<file path="src/hdl/ppt_pkg.sv">
`default_nettype none
package ppt_pkg;

  // CORDIC depth; the angle table holds 32 entries, so deeper settings stop there
  localparam int CORDIC_STAGES = 16;
  localparam int ATAN_ENTRIES  = 32;
  localparam int NUM_STAGES    = (CORDIC_STAGES > ATAN_ENTRIES) ? ATAN_ENTRIES : CORDIC_STAGES;
  localparam int STAGE_W       = $clog2(ATAN_ENTRIES);

  // Datapath widths: operand after pose subtraction, prescaled rotator word, angle residual
  localparam int OP_W   = 33;
  localparam int PROD_W = 64;
  localparam int XW     = 44;
  localparam int ZW     = 34;
  localparam int RND_W  = XW - 8;
  localparam int SUM_W  = 38;

  // 1/K of the rotator in Q0.30
  localparam logic [30:0] INV_GAIN = 31'd652032874;

  // Register indexes of the configuration port
  localparam logic [1:0] REG_POSE_X  = 2'd0;
  localparam logic [1:0] REG_POSE_Y  = 2'd1;
  localparam logic [1:0] REG_HEADING = 2'd2;

  // Command codes
  localparam logic CMD_BODY_TO_WORLD = 1'b0;
  localparam logic CMD_WORLD_TO_BODY = 1'b1;

  typedef struct packed {
    logic               command;
    logic signed [31:0] point_x;
    logic signed [31:0] point_y;
  } in_t;

  typedef struct packed {
    logic signed [31:0] out_x;
    logic signed [31:0] out_y;
    logic               saturated;
  } out_t;

  typedef struct packed {
    logic signed [31:0] pose_x;
    logic signed [31:0] pose_y;
    logic        [15:0] heading;
  } pose_t;

  // One beat travelling down the rotator chain
  typedef struct packed {
    logic                valid;
    logic                command;
    logic signed [XW-1:0] x;
    logic signed [XW-1:0] y;
    logic signed [ZW-1:0] z;
  } cell_t;

  // Arctangent of 2^-i as a 32-bit binary angle
  function automatic logic [31:0] atan_of(input logic [STAGE_W-1:0] i);
    logic [31:0] a;
    case (i)
      5'd0:    a = 32'h20000000;
      5'd1:    a = 32'h12E4051E;
      5'd2:    a = 32'h09FB385B;
      5'd3:    a = 32'h051111D4;
      5'd4:    a = 32'h028B0D43;
      5'd5:    a = 32'h0145D7E1;
      5'd6:    a = 32'h00A2F61E;
      5'd7:    a = 32'h00517C55;
      5'd8:    a = 32'h0028BE53;
      5'd9:    a = 32'h00145F2F;
      5'd10:   a = 32'h000A2F98;
      5'd11:   a = 32'h000517CC;
      5'd12:   a = 32'h00028BE6;
      5'd13:   a = 32'h000145F3;
      5'd14:   a = 32'h0000A2FA;
      5'd15:   a = 32'h0000517D;
      5'd16:   a = 32'h000028BE;
      5'd17:   a = 32'h0000145F;
      5'd18:   a = 32'h00000A30;
      5'd19:   a = 32'h00000518;
      5'd20:   a = 32'h0000028C;
      5'd21:   a = 32'h00000146;
      5'd22:   a = 32'h000000A3;
      5'd23:   a = 32'h00000051;
      5'd24:   a = 32'h00000029;
      5'd25:   a = 32'h00000014;
      5'd26:   a = 32'h0000000A;
      5'd27:   a = 32'h00000005;
      5'd28:   a = 32'h00000003;
      5'd29:   a = 32'h00000001;
      5'd30:   a = 32'h00000001;
      default: a = 32'h00000000;
    endcase
    return a;
  endfunction

endpackage
`default_nettype wire

</file>
<file path="src/hdl/ppt_prep.sv">
`default_nettype none
module ppt_prep (
  input  wire logic            clk,
  input  wire logic            rst,
  input  wire logic            start,
  input  wire ppt_pkg::in_t    request,
  input  wire ppt_pkg::pose_t  pose,
  output ppt_pkg::cell_t       head
);

  // Stage one: operands and rotation angle
  logic                            s1_valid;
  logic                            s1_command;
  logic signed [ppt_pkg::OP_W-1:0] s1_u;
  logic signed [ppt_pkg::OP_W-1:0] s1_v;
  logic        [15:0]              s1_ang;

  // Stage two: gain-compensated products
  logic                              s2_valid;
  logic                              s2_command;
  logic signed [ppt_pkg::PROD_W-1:0] s2_pu;
  logic signed [ppt_pkg::PROD_W-1:0] s2_pv;
  logic        [15:0]                s2_ang;

  logic signed [ppt_pkg::OP_W-1:0]   u_next;
  logic signed [ppt_pkg::OP_W-1:0]   v_next;
  logic        [15:0]                ang_next;
  logic signed [ppt_pkg::PROD_W-1:0] ru;
  logic signed [ppt_pkg::PROD_W-1:0] rv;
  logic signed [ppt_pkg::XW-1:0]     xs;
  logic signed [ppt_pkg::XW-1:0]     ys;
  logic                              flip;
  logic        [31:0]                a32;
  ppt_pkg::cell_t                    head_next;

  // Form operands: subtract the pose and negate the heading for world to body
  always_comb begin
    if (request.command == ppt_pkg::CMD_WORLD_TO_BODY) begin
      u_next   = ppt_pkg::OP_W'(request.point_x) - ppt_pkg::OP_W'(pose.pose_x);
      v_next   = ppt_pkg::OP_W'(request.point_y) - ppt_pkg::OP_W'(pose.pose_y);
      ang_next = 16'(16'd0 - pose.heading);
    end else begin
      u_next   = ppt_pkg::OP_W'(request.point_x);
      v_next   = ppt_pkg::OP_W'(request.point_y);
      ang_next = pose.heading;
    end
  end

  always_ff @(posedge clk) begin
    s1_u       <= u_next;
    s1_v       <= v_next;
    s1_ang     <= ang_next;
    s1_command <= request.command;
    s2_pu      <= ppt_pkg::PROD_W'(s1_u * $signed({1'b0, ppt_pkg::INV_GAIN}));
    s2_pv      <= ppt_pkg::PROD_W'(s1_v * $signed({1'b0, ppt_pkg::INV_GAIN}));
    s2_ang     <= s1_ang;
    s2_command <= s1_command;
    head.command <= head_next.command;
    head.x       <= head_next.x;
    head.y       <= head_next.y;
    head.z       <= head_next.z;
  end

  // Advance the valid marks
  always_ff @(posedge clk) begin
    if (rst) begin
      s1_valid   <= 1'b0;
      s2_valid   <= 1'b0;
      head.valid <= 1'b0;
    end else begin
      s1_valid   <= start;
      s2_valid   <= s1_valid;
      head.valid <= head_next.valid;
    end
  end

  // Round to Q.24 and fold the angle into the right half plane
  always_comb begin
    ru   = s2_pu + ppt_pkg::PROD_W'(64'sd2097152);
    rv   = s2_pv + ppt_pkg::PROD_W'(64'sd2097152);
    xs   = ppt_pkg::XW'($signed(ru[ppt_pkg::PROD_W-1:22]));
    ys   = ppt_pkg::XW'($signed(rv[ppt_pkg::PROD_W-1:22]));
    flip = s2_ang[15] ^ s2_ang[14];
    a32  = {s2_ang[15] ^ flip, s2_ang[14:0], 16'd0};
    head_next.valid   = s2_valid;
    head_next.command = s2_command;
    head_next.x       = flip ? -xs : xs;
    head_next.y       = flip ? -ys : ys;
    head_next.z       = ppt_pkg::ZW'($signed(a32));
  end

endmodule
`default_nettype wire

</file>
<file path="config.mk">
export PLATFORM = sky130hd
export DESIGN_NAME = ppt_prep
export DESIGN_NICKNAME = d
export VERILOG_FILES = /design/src/hdl/ppt_pkg.sv /design/src/hdl/ppt_prep.sv
export SDC_FILE = /design/constraint.sdc
export NUM_CORES = 2
export LEC_CHECK = 0
export BUFFER_PORTS_ARGS = -buffer_cell sky130_fd_sc_hd__buf_2
export CAP_MARGIN = 30
export CORE_MARGIN = 8
export CORE_UTILIZATION = 26
export DETAILED_ROUTE_END_ITERATION = 10
export PLACE_DENSITY = 0.5
export SLEW_MARGIN = 20
export SYNTH_ARGS = -nofsm -noshare
export SYNTH_HDL_FRONTEND = slang
export SYNTH_SLANG_ARGS = --single-unit
</file>
<file path="constraint.sdc">
create_clock -name clk -period 18.4 [get_ports clk]
set_input_delay 2.76 -clock clk [delete_from_list [all_inputs] [get_ports clk]]
set_output_delay 2.76 -clock clk [all_outputs]
set_load 0.01 [all_outputs]
</file>
After elaboration in Yosys (flattened, before gate mapping)
Cells that the tools add are included.
W data, S select, Z words.
{"block": "totals", "reg_bits": 334, "latch_bits": 0, "mem_bits_rw": 0, "rom_bits": 0, "in_bits": 148, "output_inout_bits": 124, "word_cells": 31, "n_memories": 0}
{"block": "op_classes", "add_sub_neg": 7, "n_mul": 2, "n_div": 0, "order_cmp": 0, "n_eq_ne": 0, "n_shift": 0, "muxes": 5, "n_bitwise": 2, "reduce_logical": 0}
{"op": "$add A64 B23 Y64 const B", "n": 2}
{"op": "$mul A33 B30 Y63 const B", "n": 2}
{"op": "$mux W44", "n": 2}
{"op": "$neg A42 Y44", "n": 2}
{"op": "$mux W33", "n": 2}
{"op": "$sub A32 B32 Y33", "n": 2}
{"op": "$mux W16", "n": 1}
{"op": "$sub A1 B16 Y16 const A", "n": 1}
{"op": "$xor A1 B1 Y1", "n": 2}

Depth between registers and ports, before layout
{"block": "depth", "word_depth": 3, "ltp_mapped": 31, "mapped_depth_nobuf": 30}

Worst setup path before layout
Ideal clock, no wire load.
{"block": "synth_timing", "path_type": "register to register", "start": "register s1_u[32] in the netlist's numbering", "end": "register s2_pu[60] in the netlist's numbering", "setup_time_ns": 0.072, "arrival_time_ns": 7.848, "t_required_ns": 18.328, "path_slack_ns": 10.480, "path_stages_with_launch": 22, "path_buffers": 0, "synth_period_minus_slack_ns": 7.920, "path_cell_list": "dfxtp_1 clkinv_1 o21ai_0 fa_1 fa_1 fa_1 fa_1 inv_1 fa_1 inv_1 ha_1 a21oi_1 o21ai_0 a31oi_1 o21ai_0 a221o_1 a211oi_1 o21bai_1 o21ai_0 nand2_1 a21oi_1 xnor2_1"}
{"block": "synth_between", "elab_chain_cells": 1}
{"element": "start: declaration", "line_no": "ppt_prep.sv:14", "rtl": "logic signed [ppt_pkg::OP_W-1:0] s1_u;"}
{"element": "start signal: assignment", "line_no": "ppt_prep.sv:50", "rtl": "s1_u <= u_next;"}
{"element": "$mul A33 B30 Y63", "line_no": "ppt_prep.sv:54", "rtl": "s2_pu <= ppt_pkg::PROD_W'(s1_u * $signed({1'b0, ppt_pkg::INV_GAIN}));"}
{"element": "end signal: assignment", "line_no": "ppt_prep.sv:54"}
{"element": "end: declaration", "line_no": "ppt_prep.sv:21", "rtl": "logic signed [ppt_pkg::PROD_W-1:0] s2_pu;"}
No other way between the ends.
A chain may end at the register's enable or synchronous reset.

Worst setup path in the final report
{"block": "layout_timing", "start": "register s1_v[16] in the netlist's numbering", "end": "register s2_pv[63] in the netlist's numbering"}
{"block": "layout_between", "elab_chain_cells": 1}
{"element": "start: declaration", "line_no": "ppt_prep.sv:15", "rtl": "logic signed [ppt_pkg::OP_W-1:0] s1_v;"}
{"element": "start signal: assignment", "line_no": "ppt_prep.sv:51", "rtl": "s1_v <= v_next;"}
{"element": "$mul A33 B30 Y63", "line_no": "ppt_prep.sv:55", "rtl": "s2_pv <= ppt_pkg::PROD_W'(s1_v * $signed({1'b0, ppt_pkg::INV_GAIN}));"}
{"element": "end signal: assignment", "line_no": "ppt_prep.sv:55"}
{"element": "end: declaration", "line_no": "ppt_prep.sv:22", "rtl": "logic signed [ppt_pkg::PROD_W-1:0] s2_pv;"}
No other way between the ends.

==> flow_summary.toml <==
[run_status]
status = "completed"

[clock_tree]
cts_resized = 0
htreeDepth = 2
hold_buffers = 0
post-cts-setup-buffers = 0
cts_buffers = 46
tritoncts = "yes"
clockBufferDepth = 3
clkTransAtPathRegs_ps = 60
cts_root_buf = "clkbuf_16"
clkLatencyLatePin_ps = 670
clock_sinks = 294

[critical_path]
regToRegStartpoint = "s1_v[16]$_DFF_P_"
critical_path_required_ps = 18960
endpoint_kind = "flop"
path_class = "reg -> reg"
regToRegSetupSlack_ps = 9790
arrival_ps = 9170
reg2regPathDepth = 28
cp-start-kind = "flop"
crit_fanout = 8
critPathMaxStageDelay_ps = 760
crit-reg2reg-capture = "s2_pv[63]$_DFF_P_"
worst_path_max_delay_cell = "dfxtp_1"

[yosys]
synthCells = 5565
synth.most_common_cell = "inv_1"
netlist-cell-type-count = 97
synth_top_area_cell = "fa_1"
synthArstFlopShare_pct = 0
synth-edff-count = 0
avgSynthCellArea_um2 = 9.53
syn_area_mm2 = 0.0530
synth_common_cells = "inv_1, fa_1, ha_1, dfxtp_1, xnor2_1"
ys.flop_type = "dfxtp_1"
synth-seq-cells = 294
yosys_warnings = 0
synth.area.top_cells = "fa_1, ha_1, dfxtp_1, inv_1, xnor2_1"
synth_seq_area_share_pct = 11.1
synth_top_area_share_pct = 32.6

[floorplanning]
row_count = 165
dieArea_mm2 = 0.219
die_h_um = 468
io-pin-count = 272
start_util_pct = 26.2
design.core.area_mm2 = 0.203
die_w_um = 468

[routing]
via_per_inst = 4.37
ant_nets = 0
wirelength_mm = 172
drt-initial-drc-count = 1931
wl_per_cell_um = 20.3
vias = 37100
first_pass_iters = 5
drc = 0

[global_routing]
antenna_found_initial = 15
grtUsageTotal_pct = 15.5
grt_pass1_vias = 39700
grt_remaining_overflow = 0
grt_max_degree = 55
grt_pass1_wl_mm = 257

[sta]
period_share_pct = 46.8
worst_slew_pin_slew_ps = 922
slew_headroom_pct = 38.0
rsz0062_at_grt = "false"
finalClockSkew_ps = 29.4
min_period_ps = 8610
max_freq_ghz = 0.116
setup_viol = 0
fin_tns_setup_ps = 0
hold_viol = 0
slew_viol_final = 0

[final_layout]
drive_above_1_share_pct = 7.98
fillers = 21400
final-seq-area_mm2 = 0.00589
syn_to_final_growth_pct = 11.2
nets = 7622
multi_input_area_mm2 = 0.0414

[placed_design]
gp_congestion = 0.941
port_buffers = 255
dpl.hpwl_mm = 154

[flow_run]
drv_cap = 0

[worst_hold_path]
hold_depth = 0
min_from = "s2_ang[3]$_DFF_P_"
hp-class = "reg -> reg"
hold_end = "head[19]$_DFF_P_"
==> stage by stage <==
step	worst slack, ps	area [µm²]	utilization, %	hold WS [ps]	std cells
after floorplan	10480	53100	-	310	5580
after global placement	9380	57300	28.3	311	8413
after detailed placement	9820	57300	28.3	314	8414
after CTS	9780	59000	29.1	321	8499
after global routing	9260	59000	29.1	330	8500
final	9790	59000	29.1	324	8500
==> critical path: cells and delay by family, from the launching register on <==
kind                     cells  cell delay, ps
AO/OA/AOI/OAI                7            2210
XOR/XNOR                     2             410
adder cells (fa/ha/maj)      9            3940
buffers and inverters        7             650
flip-flops                   1             760
AND/OR/NAND/NOR              3             520
==> cells by family after synthesis <==
| family | share of synthesized area, % |
|---|---|
| AO/OA/AOI/OAI | 9.09 |
| XOR/XNOR | 8.67 |
| adder cells (fa/ha/maj) | 51.9 |
| buffers and inverters | 11.1 |
| flip-flops | 11.1 |
| multiplexers | 1.15 |
| other | 0.00707 |
| AND/OR/NAND/NOR | 6.99 |
==> flip-flops by register name, summed over array words and instances (netlist names) <==
| name | cells |
|---|---|
| s1_valid | 1 |
| s2_ang | 16 |
| s1_command | 1 |
| s1_v | 33 |
| s1_ang | 16 |
| s2_command | 1 |
| head | 106 |
| s2_valid | 1 |
| s1_u | 33 |
| s2_pv | 43 |
| s2_pu | 43 |
==> per-layer routing <==
metal  share of wire (%)  GRT usage [%]  vias to the layer above
met5               0.027              0                        -
met4                 3.1           4.58                        6
met3                 7.1           3.64                      195
met2                  39           21.9                     1007
met1                  51           23.2                    18000
li1                    -              -                    17900
==> worst max path at each step <==
stage                           from           endpoint  slack, ps  depth (start not counted)
finish              s1_v[16]$_DFF_P_  s2_pv[63]$_DFF_P_       9790                         28
global route        s1_v[12]$_DFF_P_  s2_pv[61]$_DFF_P_       9260                         28
CTS                 s1_v[16]$_DFF_P_  s2_pv[61]$_DFF_P_       9780                         28
detailed placement  s1_v[16]$_DFF_P_  s2_pv[61]$_DFF_P_       9820                         28
global placement    s1_v[12]$_DFF_P_  s2_pv[61]$_DFF_P_       9380                         28
floorplan           s1_u[32]$_DFF_P_  s2_pu[60]$_DFF_P_      10480                         21
==> cells in the final DEF, fill, tap and decap left out, drive strengths merged, types with 55 or more instances in the layout <==
master,n
a21o,114
dfxtp,294
nor2,155
nand3,69
fa,863
inv,1430
buf,270
a21oi,264
xnor2,276
o21ai,148
nand2,195
nor3,59
clkbuf,55
xor2,249
nand4,55
ha,821
==> area by class of cell <==
type                            count  area share, %
Timing Repair Buffer              270           2.35
Multi-Input combinational cell   3757           70.2
Sequential cell                   294           9.98
Tap cell                         2672           5.67
Antenna cell                        1        0.00424
Inverter                         1421           9.04
Clock inverter                     30          0.687
Clock buffer                       55           2.11
Power is not shown: default switching activity piles up to over one toggle a cycle in this logic, so the estimate is an artifact.
