[src/hdl/ppt_pkg.sv]
`default_nettype none
package ppt_pkg;

  // CORDIC depth; the angle table holds 32 entries, so deeper settings stop there
  localparam int CORDIC_STAGES = 16;
  localparam int ATAN_ENTRIES  = 32;
  localparam int NUM_STAGES    = (CORDIC_STAGES > ATAN_ENTRIES) ? ATAN_ENTRIES : CORDIC_STAGES;
  localparam int STAGE_W       = $clog2(ATAN_ENTRIES);

  // Datapath widths: operand after pose subtraction, prescaled rotator word, angle residual
  localparam int OP_W   = 33;
  localparam int PROD_W = 64;
  localparam int XW     = 44;
  localparam int ZW     = 34;
  localparam int RND_W  = XW - 8;
  localparam int SUM_W  = 38;

  // 1/K of the rotator in Q0.30
  localparam logic [30:0] INV_GAIN = 31'd652032874;

  // Register indexes of the configuration port
  localparam logic [1:0] REG_POSE_X  = 2'd0;
  localparam logic [1:0] REG_POSE_Y  = 2'd1;
  localparam logic [1:0] REG_HEADING = 2'd2;

  // Command codes
  localparam logic CMD_BODY_TO_WORLD = 1'b0;
  localparam logic CMD_WORLD_TO_BODY = 1'b1;

  typedef struct packed {
    logic               command;
    logic signed [31:0] point_x;
    logic signed [31:0] point_y;
  } in_t;

  typedef struct packed {
    logic signed [31:0] out_x;
    logic signed [31:0] out_y;
    logic               saturated;
  } out_t;

  typedef struct packed {
    logic signed [31:0] pose_x;
    logic signed [31:0] pose_y;
    logic        [15:0] heading;
  } pose_t;

  // One beat travelling down the rotator chain
  typedef struct packed {
    logic                valid;
    logic                command;
    logic signed [XW-1:0] x;
    logic signed [XW-1:0] y;
    logic signed [ZW-1:0] z;
  } cell_t;

  // Arctangent of 2^-i as a 32-bit binary angle
  function automatic logic [31:0] atan_of(input logic [STAGE_W-1:0] i);
    logic [31:0] a;
    case (i)
      5'd0:    a = 32'h20000000;
      5'd1:    a = 32'h12E4051E;
      5'd2:    a = 32'h09FB385B;
      5'd3:    a = 32'h051111D4;
      5'd4:    a = 32'h028B0D43;
      5'd5:    a = 32'h0145D7E1;
      5'd6:    a = 32'h00A2F61E;
      5'd7:    a = 32'h00517C55;
      5'd8:    a = 32'h0028BE53;
      5'd9:    a = 32'h00145F2F;
      5'd10:   a = 32'h000A2F98;
      5'd11:   a = 32'h000517CC;
      5'd12:   a = 32'h00028BE6;
      5'd13:   a = 32'h000145F3;
      5'd14:   a = 32'h0000A2FA;
      5'd15:   a = 32'h0000517D;
      5'd16:   a = 32'h000028BE;
      5'd17:   a = 32'h0000145F;
      5'd18:   a = 32'h00000A30;
      5'd19:   a = 32'h00000518;
      5'd20:   a = 32'h0000028C;
      5'd21:   a = 32'h00000146;
      5'd22:   a = 32'h000000A3;
      5'd23:   a = 32'h00000051;
      5'd24:   a = 32'h00000029;
      5'd25:   a = 32'h00000014;
      5'd26:   a = 32'h0000000A;
      5'd27:   a = 32'h00000005;
      5'd28:   a = 32'h00000003;
      5'd29:   a = 32'h00000001;
      5'd30:   a = 32'h00000001;
      default: a = 32'h00000000;
    endcase
    return a;
  endfunction

endpackage
`default_nettype wire

[src/hdl/ppt_post.sv]
`default_nettype none
module ppt_post (
  input  wire logic            clk,
  input  wire logic            rst,
  input  wire ppt_pkg::cell_t  tail,
  input  wire ppt_pkg::pose_t  pose,
  output logic                 done,
  output ppt_pkg::out_t        result
);

  logic signed [ppt_pkg::XW-1:0]    xr;
  logic signed [ppt_pkg::XW-1:0]    yr;
  logic signed [ppt_pkg::SUM_W-1:0] sx;
  logic signed [ppt_pkg::SUM_W-1:0] sy;
  logic                             ovx;
  logic                             ovy;
  ppt_pkg::out_t                    result_next;

  // Clamp a wide sum to signed 32 bits
  function automatic logic [31:0] clamp32(input logic signed [ppt_pkg::SUM_W-1:0] s,
                                          input logic ov);
    logic [31:0] r;
    if (!ov) begin
      r = s[31:0];
    end else if (s[ppt_pkg::SUM_W-1]) begin
      r = 32'h80000000;
    end else begin
      r = 32'h7FFFFFFF;
    end
    return r;
  endfunction

  // Round to Q16.16, add the pose for body to world, then saturate
  always_comb begin
    xr = tail.x + ppt_pkg::XW'(128);
    yr = tail.y + ppt_pkg::XW'(128);
    sx = ppt_pkg::SUM_W'($signed(xr[ppt_pkg::XW-1:8]));
    sy = ppt_pkg::SUM_W'($signed(yr[ppt_pkg::XW-1:8]));
    if (tail.command == ppt_pkg::CMD_BODY_TO_WORLD) begin
      sx = sx + ppt_pkg::SUM_W'(pose.pose_x);
      sy = sy + ppt_pkg::SUM_W'(pose.pose_y);
    end
    ovx = (sx[ppt_pkg::SUM_W-1:31] != {(ppt_pkg::SUM_W-31){sx[31]}});
    ovy = (sy[ppt_pkg::SUM_W-1:31] != {(ppt_pkg::SUM_W-31){sy[31]}});
    result_next.out_x     = clamp32(sx, ovx);
    result_next.out_y     = clamp32(sy, ovy);
    result_next.saturated = ovx | ovy;
  end

  always_ff @(posedge clk) begin
    result <= result_next;
  end

  always_ff @(posedge clk) begin
    if (rst) begin
      done <= 1'b0;
    end else begin
      done <= tail.valid;
    end
  end

endmodule
`default_nettype wire

[config.mk]
export PLATFORM = sky130hd
export DESIGN_NAME = ppt_post
export DESIGN_NICKNAME = d
export VERILOG_FILES = /design/src/hdl/ppt_pkg.sv /design/src/hdl/ppt_post.sv
export SDC_FILE = /design/constraint.sdc
export NUM_CORES = 1
export LEC_CHECK = 0
export ABC_AREA = 1
export BUFFER_PORTS_ARGS = -buffer_cell sky130_fd_sc_hd__buf_2
export CAP_MARGIN = 20
export CORE_ASPECT_RATIO = 0.9
export CORE_MARGIN = 3
export CORE_UTILIZATION = 45
export DETAILED_ROUTE_END_ITERATION = 16
export GPL_ROUTABILITY_DRIVEN = 0
export PLACE_DENSITY = 0.72
export SYNTH_ARGS = -nofsm -noshare
export SYNTH_HDL_FRONTEND = slang
export SYNTH_SLANG_ARGS = --single-unit
[constraint.sdc]
create_clock -name clk -period 4.1 [get_ports clk]
set_input_delay 0 -clock clk [delete_from_list [all_inputs] [get_ports clk]]
set_output_delay 0 -clock clk [all_outputs]
set_load 0.005 [all_outputs]
After elaboration in Yosys (flattened, before gate mapping)
Index checks and enable logic that the tools add are counted.

cells by class
  $add $sub $neg = 4
  equal/unequal tests = 2
  mux-type cells = 6
  bitwise gates (word level) = 1

operators with widths
  cell                                                              number
  32-bit two-way mux                                                4
  44-bit by 9-bit adder with 44-bit output (second input constant)  2
  38-bit two-way mux                                                2
  36-bit by 32-bit adder with 37-bit output                         2
  6-bit inequality test                                             2
  1-bit bitwise OR                                                  1

word-level totals
  bits in registers = 66
  input bits = 206
  output and inout port bits = 66
  word-level logic and storage cells = 17

Depth between registers and ports, before layout
  depth in word-level cells = 5
  depth in mapped cells = 32
  depth with buffers taken out = 31

Worst setup path before layout
No wires, ideal clock.

  kind = input to register
  from = in tail[41] (netlist name)
  to = reg result[0] (netlist name)
  library setup time = 113 ps
  arrival = 2,984 ps
  data required time = 3,987 ps
  setup slack = 1,002 ps
  stages on the path = 29
  path buffers = 1
  cells stage by stage = ha_1 > nand3_2 > nor2_2 > nand2_1 > nor2_2 > nand2_1 > nor2_1 > nand3_1 > inv_1 > nand3_1 > nand2_1 > inv_1 > nor2_1 > inv_1 > ha_1 > nand2_1 > inv_1 > nand2_1 > nand2_1 > o21bai_1 > a21oi_1 > nand2_1 > nand2_1 > nand3_1 > nor2_1 > nand3_2 > nand3_2 > buf_6 > nand2_1

RTL lines
  element               line            text
  start, declared       ppt_post.sv:5   input wire ppt_pkg::cell_t tail,
  end signal, assigned  ppt_post.sv:51  result <= result_next;
  end, declared         ppt_post.sv:8   output ppt_pkg::out_t result

==> flow_results.xml <==
<?xml version="1.0" encoding="UTF-8"?>
<metrics>
  <group name="grt">
    <metric name="grt_pass1_wl" unit="mm">54.92</metric>
    <metric name="met3_usage" unit="">0.06146</metric>
    <metric name="grt_max_degree" unit="">91</metric>
    <metric name="groute.layer.met1.usage" unit="">0.4139</metric>
    <metric name="met2_global_route_usage" unit="">0.4181</metric>
    <metric name="globalRouteTotalUtil" unit="">0.2843</metric>
    <metric name="grt.overflow.total" unit="">0</metric>
    <metric name="busiest_layer" unit="">met2</metric>
    <metric name="antenna_found_initial" unit="">2</metric>
    <metric name="first_global_vias" unit="">10910</metric>
  </group>
  <group name="detailed_routing">
    <metric name="drc_errors" unit="">0</metric>
    <metric name="detailedRoute.firstPassIterationCount" unit="">5</metric>
    <metric name="wire_per_inst" unit="µm">14.78</metric>
    <metric name="drt_iter0_markers" unit="">1313</metric>
    <metric name="antenna_nets_post_route" unit="">0</metric>
    <metric name="totalWireLength" unit="mm">34.85</metric>
    <metric name="vias_per_cell" unit="">5.170</metric>
    <metric name="vias" unit="">12190</metric>
  </group>
  <group name="worst_setup_path">
    <metric name="critical_path_arrival" unit="ps">3900</metric>
    <metric name="worstPathMaxFanout" unit="">32</metric>
    <metric name="timing.critical_path.to_type" unit="">flip-flop</metric>
    <metric name="worstPathRequired" unit="ps">4350</metric>
    <metric name="worstSetupStartpointType" unit="">primary input</metric>
    <metric name="timing.setup.critical_path_class" unit="">in -&gt; reg</metric>
    <metric name="cp-startpoint" unit="">tail[44]</metric>
  </group>
  <group name="clock_network">
    <metric name="cts_buffer_depth" unit="">2</metric>
    <metric name="cts.reportedPaths.clkPinSlew" unit="ps">70</metric>
    <metric name="ctsRootBufferMaster" unit="">sky130_fd_sc_hd__clkbuf_16</metric>
    <metric name="clock_sink_count" unit="">66</metric>
    <metric name="cts_inserted_buffers" unit="">9</metric>
    <metric name="ctsResizeCount" unit="">0</metric>
    <metric name="cts-htree-levels" unit="">3</metric>
    <metric name="post_cts_buffers" unit="">0</metric>
    <metric name="tritoncts" unit="">yes</metric>
  </group>
  <group name="power">
    <metric name="clock_power_share" unit="">0.275</metric>
    <metric name="seq_pwr_share" unit="">0.259</metric>
    <metric name="share_comb_of_total_power" unit="">0.466</metric>
    <metric name="total_leakage_power" unit="nW">6.540</metric>
    <metric name="intPower" unit="mW">1.754</metric>
    <metric name="power_switching_share" unit="">0.4177</metric>
    <metric name="power_switching" unit="mW">1.259</metric>
    <metric name="power_per_cell_area" unit="nW/µm²">255.7</metric>
    <metric name="ir_drop" unit="µV">230.9</metric>
  </group>
  <group name="timing">
    <metric name="max_clock_freq" unit="MHz">273.8</metric>
    <metric name="worst_hold_slack" unit="ps">64.68</metric>
    <metric name="tns" unit="ps">0</metric>
    <metric name="slew_headroom" unit="">0.3908</metric>
    <metric name="postLayoutSetupSlackWorst" unit="ps">448.3</metric>
    <metric name="setup_repair_after_global_routing_missed_its_margin" unit="">no</metric>
    <metric name="slew_violations" unit="">0</metric>
    <metric name="timing_hold_violations_final" unit="">0</metric>
    <metric name="setup_viol" unit="">0</metric>
    <metric name="portion_of_the_clock_cycle_consumed_by_the_worst_path_in_the_final_layout" unit="">0.8907</metric>
    <metric name="fin_crit" unit="ps">3652</metric>
    <metric name="slew_at_the_pin_closest_to_its_max_slew_limit" unit="ps">913.8</metric>
  </group>
  <group name="min_path">
    <metric name="hold_path_end" unit="">result[15]$_DFF_P_</metric>
    <metric name="min-delay-path-class" unit="">in -&gt; reg</metric>
    <metric name="hold_path_depth" unit="">6</metric>
    <metric name="min_from" unit="">tail[56]</metric>
  </group>
  <group name="finish">
    <metric name="area_growth" unit="%">17.91</metric>
    <metric name="multi_input_gate_area_in_the_final_layout" unit="µm²">7483</metric>
    <metric name="fillCellCount" unit="">2318</metric>
    <metric name="final_area" unit="µm²">11780</metric>
    <metric name="sequential_cell_area" unit="µm²">1321</metric>
    <metric name="final_cells" unit="">2358</metric>
    <metric name="nNetsFinal" unit="">2347</metric>
    <metric name="share_of_cells_above_drive_strength_1" unit="">0.1476</metric>
  </group>
  <group name="floorplan">
    <metric name="row_count" unit="">51</metric>
    <metric name="initial_core_util" unit="">0.4606</metric>
    <metric name="total_die_area" unit="µm²">24030</metric>
    <metric name="height_of_the_chip" unit="µm">147.4</metric>
    <metric name="design.core.area" unit="µm²">21700</metric>
    <metric name="die_width" unit="µm">163.1</metric>
    <metric name="io_pins" unit="">272</metric>
  </group>
  <group name="synth">
    <metric name="syn-instance-count" unit="">1842</metric>
    <metric name="synth_fp_nets" unit="">2128</metric>
    <metric name="cell_area_after_synthesis" unit="µm²">9992</metric>
    <metric name="number_of_synthesized_register_bits" unit="">66</metric>
    <metric name="yosys_warnings" unit="">0</metric>
    <metric name="post_synth_num_cell_types" unit="">45</metric>
    <metric name="avgSynthCellArea" unit="µm²">5.425</metric>
    <metric name="sequential_share_of_the_synthesized_area" unit="">0.1322</metric>
  </group>
  <group name="place">
    <metric name="dp_slack" unit="ps">208.4</metric>
    <metric name="placedCellCount" unit="">2339</metric>
    <metric name="hpwl" unit="mm">29.23</metric>
    <metric name="portBuffers" unit="">207</metric>
    <metric name="placedInstanceArea" unit="µm²">11450</metric>
  </group>
  <group name="outcome">
    <metric name="status" unit="">completed</metric>
  </group>
  <group name="run">
    <metric name="maxCapViolations" unit="">0</metric>
  </group>
</metrics>
==> sequential cells by signal (all words and copies together) (netlist names) <==
register / cells
result: 65
done: 1
==> metal layers <==
metal | wire [µm] | vias up
li1 | - | 6237
met1 | 16240 | 5330
met2 | 13950 | 558
met3 | 3669 | 64
met4 | 965 | 2
met5 | 13 | -
==> per-stage QoR <==
step / util / power (mW)
after floorplan: - / 1.690
after global placement: 0.5278 / 2.153
after detailed placement: 0.5278 / 2.167
after CTS: 0.5429 / 3.014
after global routing: 0.5430 / 3.240
final: 0.5430 / 3.013
==> critical path, cell delays in order <==
cell and delay [ps]:
sky130_fd_sc_hd__buf_2 100, sky130_fd_sc_hd__inv_1 90, sky130_fd_sc_hd__nor3_2 260, sky130_fd_sc_hd__nand2_1 110
sky130_fd_sc_hd__buf_4 160, sky130_fd_sc_hd__nor2_1 160, sky130_fd_sc_hd__inv_1 70, sky130_fd_sc_hd__nor4_1 410
sky130_fd_sc_hd__buf_4 200, sky130_fd_sc_hd__nand2_1 40, sky130_fd_sc_hd__nand2_1 110, sky130_fd_sc_hd__inv_1 50
sky130_fd_sc_hd__ha_1 330, sky130_fd_sc_hd__nand2_1 100, sky130_fd_sc_hd__nor2_1 260, sky130_fd_sc_hd__nand2_1 150
sky130_fd_sc_hd__nor2_1 180, sky130_fd_sc_hd__nand4_1 140, sky130_fd_sc_hd__nand3_1 120, sky130_fd_sc_hd__nand2_1 50
sky130_fd_sc_hd__nand2_1 130, sky130_fd_sc_hd__nor2_1 70, sky130_fd_sc_hd__nand3_2 130, sky130_fd_sc_hd__nand3_2 100
sky130_fd_sc_hd__buf_12 180, sky130_fd_sc_hd__nand2_1 100, sky130_fd_sc_hd__nand2_1 50
==> repair_timing <==
action	in CTS	in global routing
hold buffers	2	0
endpoints found under the setup margin	0	0
endpoints found under the hold margin	1	0
==> synth_stat cells (all sizes together) <==
library cell	n	area [µm²]
a211oi	2	15.01
buf	16	128.9
nand2	735	2766
a31oi	8	50.05
and3	1	6.260
xor2	48	420.4
fa	2	40.04
a31o	1	8.760
xnor2	33	296.5
dfxtp	66	1321
a21oi	79	395.4
clkinv	4	15.01
ha	78	975.9
nor3b	1	7.510
or2	16	100.1
and2	1	6.260
nor4	6	43.79
a21o	2	15.01
nand4	31	206.4
inv	268	1006
o21ai	73	365.3
o22ai	5	31.28
o31ai	2	15.01
o21bai	18	135.1
clkbuf	10	37.54
nor2	191	742.0
a21boi	3	22.52
nand3b	3	22.52
nor3	56	325.3
nand3	83	470.5
==> cell type report <==
type | instances | area share
inverters | 272 | 0.08666
clock buffers | 9 | 0.01912
well taps | 291 | 0.03090
diodes | 1 | 0.0002124
clock inverters | 7 | 0.007009
flip-flops and latches | 66 | 0.1121
multi-input cells | 1478 | 0.6352
repair buffers | 234 | 0.1088
==> power groups by stage <==
| stage | registers (mW) | logic [mW] | clock network (mW) |
|---|---|---|---|
| floorplan | 0.806 | 0.883 | 0 |
| global placement | 0.795 | 1.36 | 0 |
| detailed placement | 0.792 | 1.37 | 0 |
| CTS | 0.781 | 1.38 | 0.849 |
| global route | 0.789 | 1.58 | 0.874 |
| finish | 0.779 | 1.40 | 0.830 |
==> logic make-up (layout without fill, tap and decap cells) <==
family	count (synthesis)	count (layout)	synth area share
xor+xnor	81	81	0.07175
flops	66	66	0.1322
compound gates	193	193	0.1054
simple gates	1124	1124	0.4701
buf+inv	298	522	0.1188
other cells	0	1	0
fa+ha+maj	80	80	0.1017
==> cells in the final DEF, fill, tap and decap left out, drive strengths merged, types with 2 or more instances in the layout <==
| cell type | n |
|---|---|
| nand2 | 735 |
| inv | 272 |
| buf | 232 |
| nor2 | 191 |
| nand3 | 83 |
| a21oi | 79 |
| ha | 78 |
| o21ai | 73 |
| dfxtp | 66 |
| nor3 | 56 |
| xor2 | 48 |
| xnor2 | 33 |
| nand4 | 31 |
| o21bai | 18 |
| or2 | 16 |
| clkbuf | 9 |
| a31oi | 8 |
| nor4 | 6 |
| o22ai | 5 |
| clkinv | 4 |
| nand3b | 3 |
| a21boi | 3 |
| a211oi | 2 |
| o31ai | 2 |
| a21o | 2 |
| fa | 2 |
| clkinvlp | 2 |
| dlygate4sd3 | 2 |
==> how the worst max path moves through the flow <==
stage | end | slack, ps | depth (start not counted)
after floorplan | result[0]$_DFF_P_ | 1000 | 29
after global placement | result[47]$_DFF_P_ | 320 | 27
after detailed placement | result[59]$_DFF_P_ | 210 | 26
after CTS | result[59]$_DFF_P_ | 550 | 26
after global routing | result[59]$_DFF_P_ | 60 | 27
final | result[6]$_DFF_P_ | 450 | 27
No activity file was read; power rests on OpenSTA's default activity.
