File: src/hdl/ppt_pkg.sv
`default_nettype none
package ppt_pkg;

  // CORDIC depth; the angle table holds 32 entries, so deeper settings stop there
  localparam int CORDIC_STAGES = 16;
  localparam int ATAN_ENTRIES  = 32;
  localparam int NUM_STAGES    = (CORDIC_STAGES > ATAN_ENTRIES) ? ATAN_ENTRIES : CORDIC_STAGES;
  localparam int STAGE_W       = $clog2(ATAN_ENTRIES);

  // Datapath widths: operand after pose subtraction, prescaled rotator word, angle residual
  localparam int OP_W   = 33;
  localparam int PROD_W = 64;
  localparam int XW     = 44;
  localparam int ZW     = 34;
  localparam int RND_W  = XW - 8;
  localparam int SUM_W  = 38;

  // 1/K of the rotator in Q0.30
  localparam logic [30:0] INV_GAIN = 31'd652032874;

  // Register indexes of the configuration port
  localparam logic [1:0] REG_POSE_X  = 2'd0;
  localparam logic [1:0] REG_POSE_Y  = 2'd1;
  localparam logic [1:0] REG_HEADING = 2'd2;

  // Command codes
  localparam logic CMD_BODY_TO_WORLD = 1'b0;
  localparam logic CMD_WORLD_TO_BODY = 1'b1;

  typedef struct packed {
    logic               command;
    logic signed [31:0] point_x;
    logic signed [31:0] point_y;
  } in_t;

  typedef struct packed {
    logic signed [31:0] out_x;
    logic signed [31:0] out_y;
    logic               saturated;
  } out_t;

  typedef struct packed {
    logic signed [31:0] pose_x;
    logic signed [31:0] pose_y;
    logic        [15:0] heading;
  } pose_t;

  // One beat travelling down the rotator chain
  typedef struct packed {
    logic                valid;
    logic                command;
    logic signed [XW-1:0] x;
    logic signed [XW-1:0] y;
    logic signed [ZW-1:0] z;
  } cell_t;

  // Arctangent of 2^-i as a 32-bit binary angle
  function automatic logic [31:0] atan_of(input logic [STAGE_W-1:0] i);
    logic [31:0] a;
    case (i)
      5'd0:    a = 32'h20000000;
      5'd1:    a = 32'h12E4051E;
      5'd2:    a = 32'h09FB385B;
      5'd3:    a = 32'h051111D4;
      5'd4:    a = 32'h028B0D43;
      5'd5:    a = 32'h0145D7E1;
      5'd6:    a = 32'h00A2F61E;
      5'd7:    a = 32'h00517C55;
      5'd8:    a = 32'h0028BE53;
      5'd9:    a = 32'h00145F2F;
      5'd10:   a = 32'h000A2F98;
      5'd11:   a = 32'h000517CC;
      5'd12:   a = 32'h00028BE6;
      5'd13:   a = 32'h000145F3;
      5'd14:   a = 32'h0000A2FA;
      5'd15:   a = 32'h0000517D;
      5'd16:   a = 32'h000028BE;
      5'd17:   a = 32'h0000145F;
      5'd18:   a = 32'h00000A30;
      5'd19:   a = 32'h00000518;
      5'd20:   a = 32'h0000028C;
      5'd21:   a = 32'h00000146;
      5'd22:   a = 32'h000000A3;
      5'd23:   a = 32'h00000051;
      5'd24:   a = 32'h00000029;
      5'd25:   a = 32'h00000014;
      5'd26:   a = 32'h0000000A;
      5'd27:   a = 32'h00000005;
      5'd28:   a = 32'h00000003;
      5'd29:   a = 32'h00000001;
      5'd30:   a = 32'h00000001;
      default: a = 32'h00000000;
    endcase
    return a;
  endfunction

endpackage
`default_nettype wire

File: src/hdl/ppt_cell.sv
`default_nettype none
module ppt_cell (
  input  wire logic                               clk,
  input  wire logic                               rst,
  input  wire logic [ppt_pkg::STAGE_W-1:0]        stage,
  input  wire ppt_pkg::cell_t                     din,
  output ppt_pkg::cell_t                          dout
);

  logic signed [ppt_pkg::XW-1:0] dx;
  logic signed [ppt_pkg::XW-1:0] dy;
  logic signed [ppt_pkg::ZW-1:0] da;
  ppt_pkg::cell_t                dout_next;

  // Rotate one micro-step toward zero residual angle
  always_comb begin
    dx = din.y >>> stage;
    dy = din.x >>> stage;
    da = ppt_pkg::ZW'(ppt_pkg::atan_of(stage));
    dout_next.valid   = din.valid;
    dout_next.command = din.command;
    if (!din.z[ppt_pkg::ZW-1]) begin
      dout_next.x = din.x - dx;
      dout_next.y = din.y + dy;
      dout_next.z = din.z - da;
    end else begin
      dout_next.x = din.x + dx;
      dout_next.y = din.y - dy;
      dout_next.z = din.z + da;
    end
  end

  always_ff @(posedge clk) begin
    dout.command <= dout_next.command;
    dout.x       <= dout_next.x;
    dout.y       <= dout_next.y;
    dout.z       <= dout_next.z;
  end

  always_ff @(posedge clk) begin
    if (rst) begin
      dout.valid <= 1'b0;
    end else begin
      dout.valid <= dout_next.valid;
    end
  end

endmodule
`default_nettype wire

File: config.mk
export PLATFORM = sky130hd
export DESIGN_NAME = ppt_cell
export DESIGN_NICKNAME = d
export VERILOG_FILES = /design/src/hdl/ppt_pkg.sv /design/src/hdl/ppt_cell.sv
export SDC_FILE = /design/constraint.sdc
export NUM_CORES = 1
export LEC_CHECK = 0
export BUFFER_PORTS_ARGS = -buffer_cell sky130_fd_sc_hd__buf_4
export CORE_ASPECT_RATIO = 0.8
export CORE_MARGIN = 1.5
export CORE_UTILIZATION = 45
export CTS_CLUSTER_DIAMETER = 60
export DETAILED_ROUTE_END_ITERATION = 16
export HOLD_SLACK_MARGIN = 0.05
export PLACE_DENSITY = 0.67
export SYNTH_ARGS = -nofsm -noshare
export SYNTH_HDL_FRONTEND = slang
export SYNTH_SLANG_ARGS = --single-unit
File: constraint.sdc
create_clock -name clk -period 7.6 [get_ports clk]
set_input_delay 0.76 -clock clk [delete_from_list [all_inputs] [get_ports clk]]
set_output_delay 0.76 -clock clk [all_outputs]
set_load 0.005 [all_outputs]
# After elaboration in Yosys (flattened, before gate mapping)
# Memory sizes are Yosys's and may differ from the RTL's.
# Index checks and enable logic that the tools add are counted.
[word_totals]
output_inout_bits = 124
ff_bits = 124
input_bits = 131
wordCells = 15
mem_count = 1
rom_bits = 960
[memory_table]
columns = ["memory", "words", "width", "read_ports", "rd_clocked_by_memory_dff", "write_ports", "line", "rtl"]
rows = [
  ["(no name shown)", 32, 30, 1, 0, 0, "ppt_pkg.sv:60", "case (i)"],
]
[classes]
n_shift = 2
addsub = 6
n_mux = 1
[op_table]
columns = ["cell", "n"]
rows = [
  ["$mux 122", 1],
  ["$add 44x44->44", 2],
  ["$sshr 44x5->44", 2],
  ["$sub 44x44->44", 2],
  ["$add 34x33->34", 1],
  ["$sub 34x33->34", 1],
]

# Depth between registers and ports, before layout
# Gate-level depths: netlist of run 1.
[logic_depth]
ltp_word = 3
mapped_depth = 29
mapped_depth_nobuf = 24

# Least setup slack after synthesis of run 1
# Ideal clock, no wire load.
[synth_path]
path_type = "input-to-reg"
start = "in stage[1] (netlist bit)"
end = "reg dout[33] (netlist bit)"
setup_ns = 0.123
slack_ns = 1.035
t_arrival_ns = 6.441
n_path_buf = 5
cell_stages = 25
required_time_ns = 7.477
cell_sequence = "buf_2 -> inv_1 -> buf_2 -> buf_1 -> clkbuf_1 -> buf_2 -> ha_1 -> o21ai_0 -> o21ai_0 -> o21ai_0 -> nand3_1 -> or3_1 -> nor2_1 -> a31oi_1 -> xnor2_1 -> ha_1 -> and3_1 -> and2_1 -> a22oi_1 -> a2111oi_0 -> nor2_1 -> o311ai_0 -> a31o_2 -> a21oi_1 -> xor2_1"
[synth_lines]
columns = ["element", "line", "rtl"]
rows = [
  ["start, declared", "ppt_cell.sv:5", "input wire logic [ppt_pkg::STAGE_W-1:0] stage,"],
  ["end, declared", "ppt_cell.sv:7", "output ppt_pkg::cell_t dout"],
]

==> qor.csv, run 1 <==
stage;metric;value;unit
sta;period_minus_slack;6.665;ns
sta;final.setup.tns;0;ns
setup_path;path_class;in2reg;
yosys;ys.flop_type;dfxtp_1;
global_routing;track_usage;0.3764;
setup_path;critical_path.slowest_cell;mux2i_1;
sta;fmax;150.0;MHz
drt;route.detailed.drc;0;
cts;htreeDepth;4;
power;power_leakage;9.955;nW
yosys;synth_seq_cells;124;
cts;clock_path_buffers;2;
sta;setup_viol;0;
global_routing;grt_start_max_net_pins;70;
finish;fin_nets;2875;
place;io_buffers;254;
global_routing;grt_pass1_wl;123.8;mm
hold_path;min_to;dout[122];
drt;first_pass_iters;8;
yosys;netlist_instances;2305;
finish;nFillCells;4003;
cts;cts_sinks;124;
cts;cts-buffers-inserted;17;
cts;postCtsSetupRepairBufs;0;
sta;period_share;0.8770;
setup_path;end_kind;flop;
finish;drive_gt1_frac;0.2494;
yosys;syn_area;19000;µm²
die;die-area;43460;µm²
setup_path;worstPathCellList;buf_4 -> buf_4 -> mux4_2 -> mux2i_1 -> o211a_1 -> and4_1 -> nand4_1 -> buf_4 -> nor2_1 -> a21oi_1 -> xor2_1 -> ha_1 -> and4_1 -> nand4_1 -> or3_1 -> a211oi_1 -> o221ai_1 -> o41ai_1 -> buf_4 -> o22ai_1 -> o21ai_0 -> xnor2_1;
yosys;synth.avg_cell_area;8.242;µm²
die;die_h;186.8;µm
cts;tritoncts;yes;
yosys;async_flop_share;0;
die;rows;67;
yosys;synth_nets;2579;
power;p_per_area;207.3;nW/µm²
setup_path;cpPeakStageDelay;0.60;ns
cts;root_buffer;clkbuf_16;
sta;worst_pin_slew;1.088;ns
finish;top_regs;dout (124);
drt;antenna_left;0;
die;io_pins;255;
drt;wl;83.21;mm
setup_path;arrival;7.04;ns
setup_path;cp_common_cell;buf_4;
yosys;yosysUniqueCellTypes;93;
sta;hold_violations;0;
sta;setup_slack;0.9349;ns
cts;path_clk_slew;0.07;ns
setup_path;cp.required;7.97;ns
sta;slew_headroom;0.2668;
die;initial_core_util;0.4550;
yosys;yosysSeqAreaShare;0.1307;
global_routing;grt_pass1_vias;19490;
place;place_congestion;1.067;
setup_path;critPathMaxFanout;52;
drt;wire_per_inst;26.28;µm
die;core;41750;µm²
cts;hold_buffers;0;
sta;rsz0062_at_grt;no;
hold_path;min_path_cells;1;
global_routing;grt_antenna_before_repair;2;
setup_path;start_kind;input pin;
drt;vias_per_cell;6.570;
drt;drtIter0Drc;2708;
run_status;outcome;finished clean;
run;cap_violations;0;
yosys;ys_warn_count;0;
global_routing;overflow;0;
place;place_ws;0.6536;ns
yosys;synth_edf_count;0;
die;fp.dieW;232.7;µm
power;peakVddDrop;0.1811;mV
finish;regMostFlops;dout;
hold_path;min_path_type;in2reg;
finish;area_delta_synth_final;19.74;%
hold_path;min_from;din[122];
finish;antenna_cells;0;
cts;ctsResizeCount;0;
finish;largest_reg_flops;124;
place;hpwl;65.79;mm
sta;maxSlewViolCount;0;
drt;num_vias;20800;
==> through the flow <==
step                total power, mW  area (µm²)  cells    util  hold WS [ns]
floorplan                     2.620       19000   2305       -        0.7877
global placement              3.752       22130   3134  0.5302        0.8646
detailed placement            3.776       22130   3134  0.5302        0.8660
CTS                           4.686       22750   3166  0.5449        0.3576
global route                  4.998       22750   3166  0.5449        0.3586
finish                        4.717       22750   3166  0.5449        0.3753
==> layout by cell type, fill, tap and decap left out, types with 43 or more instances in the layout <==
master,count
nand3_1,48
dfxtp_1,124
xor2_1,88
xnor2_1,129
buf_4,408
nor2_1,152
a31oi_1,44
mux2i_1,104
mux2_2,70
nand2_1,186
inv_1,43
a21oi_1,219
o21ai_0,111
ha_1,140
a21o_1,82
mux4_2,90
nor2b_1,46
==> synth_stat cells, types with 46 or more instances <==
library cell  instances  area (µm²)
nand3_1              48       240.2
mux2_2               70       788.3
o21ai_0             111       555.5
nand2_1             186       698.2
a21oi_1             219        1096
dfxtp_1             124        2482
a21o_1               82       615.6
ha_1                140        1752
nor2_1              153       574.3
mux2i_1             104        1041
clkbuf_1             59       221.5
mux4_2               90        2027
nor2b_1              46       287.8
xnor2_1             129        1130
xor2_1               88       770.7
==> kinds of logic (layout without fill, tap and decap cells) <==
group / after synthesis / in the layout / synth area share
compound gates: 747 / 747 / 0.2594
xor+xnor: 217 / 217 / 0.1000
fa+ha+maj: 143 / 143 / 0.09537
buf+inv: 182 / 491 / 0.04650
flops: 124 / 124 / 0.1307
mux: 265 / 265 / 0.2036
simple gates: 627 / 627 / 0.1645
==> routing by layer <==
layer / wire length [µm] / up-vias / share of wire / GRT usage
met4: 2827 / 4 / 0.034 / 0.1258
met5: 27 / - / 0.00032 / 0
met3: 10670 / 187 / 0.13 / 0.1368
li1: - / 9351 / - / -
met2: 34680 / 1236 / 0.42 / 0.5409
met1: 35010 / 10020 / 0.42 / 0.5167
==> worst max-delay path, delay by kind of cell <==
kind,cells,cell delay [ns]
AO/OA/AOI/OAI,7,1.79
XOR/XNOR,2,0.27
adder cells (fa/ha/maj),1,0.32
buffers and inverters,4,1.41
multiplexers,2,1.16
AND/OR/NAND/NOR,6,1.25
==> where the power goes <==
part / internal, mW / switching (mW)
Clock: 0.519 / 0.367
Sequential: 0.947 / 0.0822
Combinational: 1.31 / 1.49
Total: 2.78 / 1.94
==> final cells by class <==
class	instances	area, µm²	share of cell area
Inverter	47	176.4	0.007756
Clock buffer	17	425.4	0.01870
Tap cell	552	690.7	0.03036
Multi-Input combinational cell	1999	15650	0.6880
Sequential cell	124	2482	0.1091
Timing Repair Buffer	412	3134	0.1378
Clock inverter	15	187.7	0.008251
==> worst max path at each step <==
stage | startpoint | end | cells past startpoint
floorplan | stage[1] | dout[33] | 25
global placement | stage[0] | dout[76] | 24
detailed placement | stage[0] | dout[121] | 24
CTS | stage[0] | dout[121] | 24
global route | stage[0] | dout[121] | 24
finish | stage[3] | dout[121] | 22
No activity file was read; power rests on OpenSTA's default activity.
==> run 2, diff against run 1 <==
Settings changed: CORE_UTILIZATION 45 to 41, PLACE_DENSITY 0.67 to 0.62.
==> run 2 against run 1 <==
  * First-iteration DRC count grew 3.0%
  * Sequential share of layout area hardly changed
  * Combinational power about the same
  * Final cell count grew 1.6%
  * Via count increased by 0.24%
  * Count of clock-buffer cells in the layout rose by 3
  * Global-route usage is 2.4 points lower
  * Highest routed layer unchanged
  * Cell area is 0.28% higher
  * Core utilization shrank 4.6 points
  * Critical path depth rose by 3
  * Die area up 9.6%
==> qor.csv, run 2 (synthesis gave the netlist of run 1 again) <==
stage;metric;value;unit;change
run_status;outcome;finished clean;;
setup_path;critPathMaxFanout;29;;-44%
drt;vias_per_cell;6.483;;-1.3%
finish;layoutNonFillerInstCount;3216;;+1.6%
setup_path;end_kind;flop;;
die;fp.dieW;243.7;µm;+4.7%
finish;top_regs;dout (124);;
drt;route.detailed.drc;0;;unchanged
global_routing;overflow;0;;unchanged
finish;largest_reg_flops;124;;unchanged
finish;most-common-layout-cells;buf_4 (395), a21oi_1 (219), nand2_1 (186);;
run;cap_violations;0;;unchanged
finish;final_common_cell;buf_4;;
cts;htreeDepth;4;;unchanged
die;initial_core_util;0.4155;;-0.03953
sta;rsz0062_at_grt;no;;
cts;cts_sinks;124;;unchanged
sta;final.setup.tns;0;ns;unchanged
power;p_sw;1.927;mW;-0.43%
drt;antenna_left;0;;unchanged
die;rows;70;;+4.5%
sta;hold_violations;0;;unchanged
place;place_congestion;1.033;;-3.2%
finish;antenna_cells;0;;unchanged
drt;first_pass_iters;6;;-2
sta;slew_headroom;0.1730;;-0.09373
global_routing;grt_antenna_before_repair;1;;-1
setup_path;cpPeakStageDelay;0.54;ns;-0.06 ns
drt;wl;85.99;mm;+3.3%
cts;tritoncts;yes;;
sta;period_share;0.9244;;+0.04741
finish;regMostFlops;dout;;
die;io_pins;255;;unchanged
cts;clock_path_buffers;2;;unchanged
cts;path_clk_slew;0.06;ns;about the same
drt;wire_per_inst;26.74;µm;+1.7%
global_routing;grt_pass1_vias;19660;;+0.90%
cts;cts-buffers-inserted;17;;unchanged
die;core;45720;µm²;+9.5%
power;p_per_area;208.4;nW/µm²;+0.53%
drt;num_vias;20850;;+0.24%
cts;ctsResizeCount;0;;unchanged
place;dp.cells;3184;;+1.6%
sta;maxSlewViolCount;0;;unchanged
finish;fin_nets;2865;;-0.35%
power;switching_share;0.4053;;-0.005048
power;power_leakage;9.936;nW;-0.19%
die;die-area;47640;µm²;+9.6%
power;power.total;4.755;mW;+0.81%
global_routing;track_usage;0.3519;;-0.02441
finish;area_delta_synth_final;20.07;%;
place;place_ws;0.1939;ns;-0.4597 ns
global_routing;grt_pass1_wl;126.9;mm;+2.5%
setup_path;critical_path.slowest_cell;mux4_2;;
sta;setup_slack;0.5745;ns;-0.3603 ns
power;p_int;2.828;mW;+1.7%
power;power_frac_clock;0.195;;+0.007
power;seqPwrFrac;0.217;;about the same
setup_path;path_class;in2reg;;
setup_path;cp.required;8.00;ns;+0.03 ns
place;io_buffers;254;;unchanged
cts;hold_buffers;0;;unchanged
sta;setup_viol;0;;unchanged
die;die_h;195.5;µm;+4.7%
place;post_dp_cell_area;22160;µm²;+0.11%
global_routing;grt_start_max_net_pins;74;;+5.7%
finish;final_util;0.4989;;-0.04593
power;peakVddDrop;0.1765;mV;-2.5%
place;hpwl;68.04;mm;+3.4%
sta;period_minus_slack;7.025;ns;+0.3603 ns
setup_path;arrival;7.43;ns;+0.39 ns
finish;fin_area;22810;µm²;+0.28%
finish;drive_gt1_frac;0.2458;;-0.003650
sta;worst_pin_slew;1.240;ns;+0.1521 ns
cts;root_buffer;clkbuf_16;;
setup_path;start_kind;input pin;;
cts;postCtsSetupRepairBufs;0;;unchanged
sta;fmax;142.3;MHz;-5.1%
setup_path;cp_common_cell;buf_4;;
drt;drtIter0Drc;2788;;+3.0%
power;p_comb_frac;0.588;;-0.006
hold_path;min_path_type;in2reg;;
sta;holdWs;0.3832;ns;+0.007905 ns
## run 2: changes by cell type in the layout (fill, tap and decap cells not counted), moves of 3 or more
cell,before,now
inv_6,5,1
buf_4,408,395
buf_12,3,6
clkbuf_8,0,3
## run 2: power by group through the flow
| stage | clock, mW | combinational, mW | sequential, mW |
|---|---|---|---|
| 2_1_floorplan | 0 | 1.55 | 1.07 |
| 6_report | 0.929 | 2.80 | 1.03 |
| 5_1_grt | 0.976 | 3.00 | 1.05 |
| 3_3_place_gp | 0 | 2.72 | 1.04 |
| 3_5_place_dp | 0 | 2.73 | 1.05 |
| 4_1_cts | 0.955 | 2.74 | 1.04 |
## run 2: worst paths after layout
| kind | slack (ns) | cells after the start | end | start |
|---|---|---|---|---|
| worst max-delay path | 0.57 | 25 | dout[75] | stage[2] |
| worst min-delay path | 0.38 | 1 | dout[122] | din[122] |
## run 2: worst max-delay path: cells and delay by family
family	cells	cell delay, ns
compound gates	9	2.18
xor+xnor	2	0.34
fa+ha+maj	1	0.35
buf+inv	5	1.50
mux	2	0.98
simple gates	6	1.27
## run 2: final cells by class
cell class	instances	area, µm²
clock buffer	20	466.7
clock inverter	12	186.4
inverter	47	176.4
multi-input combinational	1999	15640
tap	612	765.7
sequential	124	2482
timing repair buffer	402	3097
fill	4489	22910
## run 2: routing by layer
metal  global-route usage  share of wire
met5                    0        0.00015
met3               0.1135           0.12
met1               0.4902           0.43
met4              0.09648          0.029
met2               0.5173           0.42
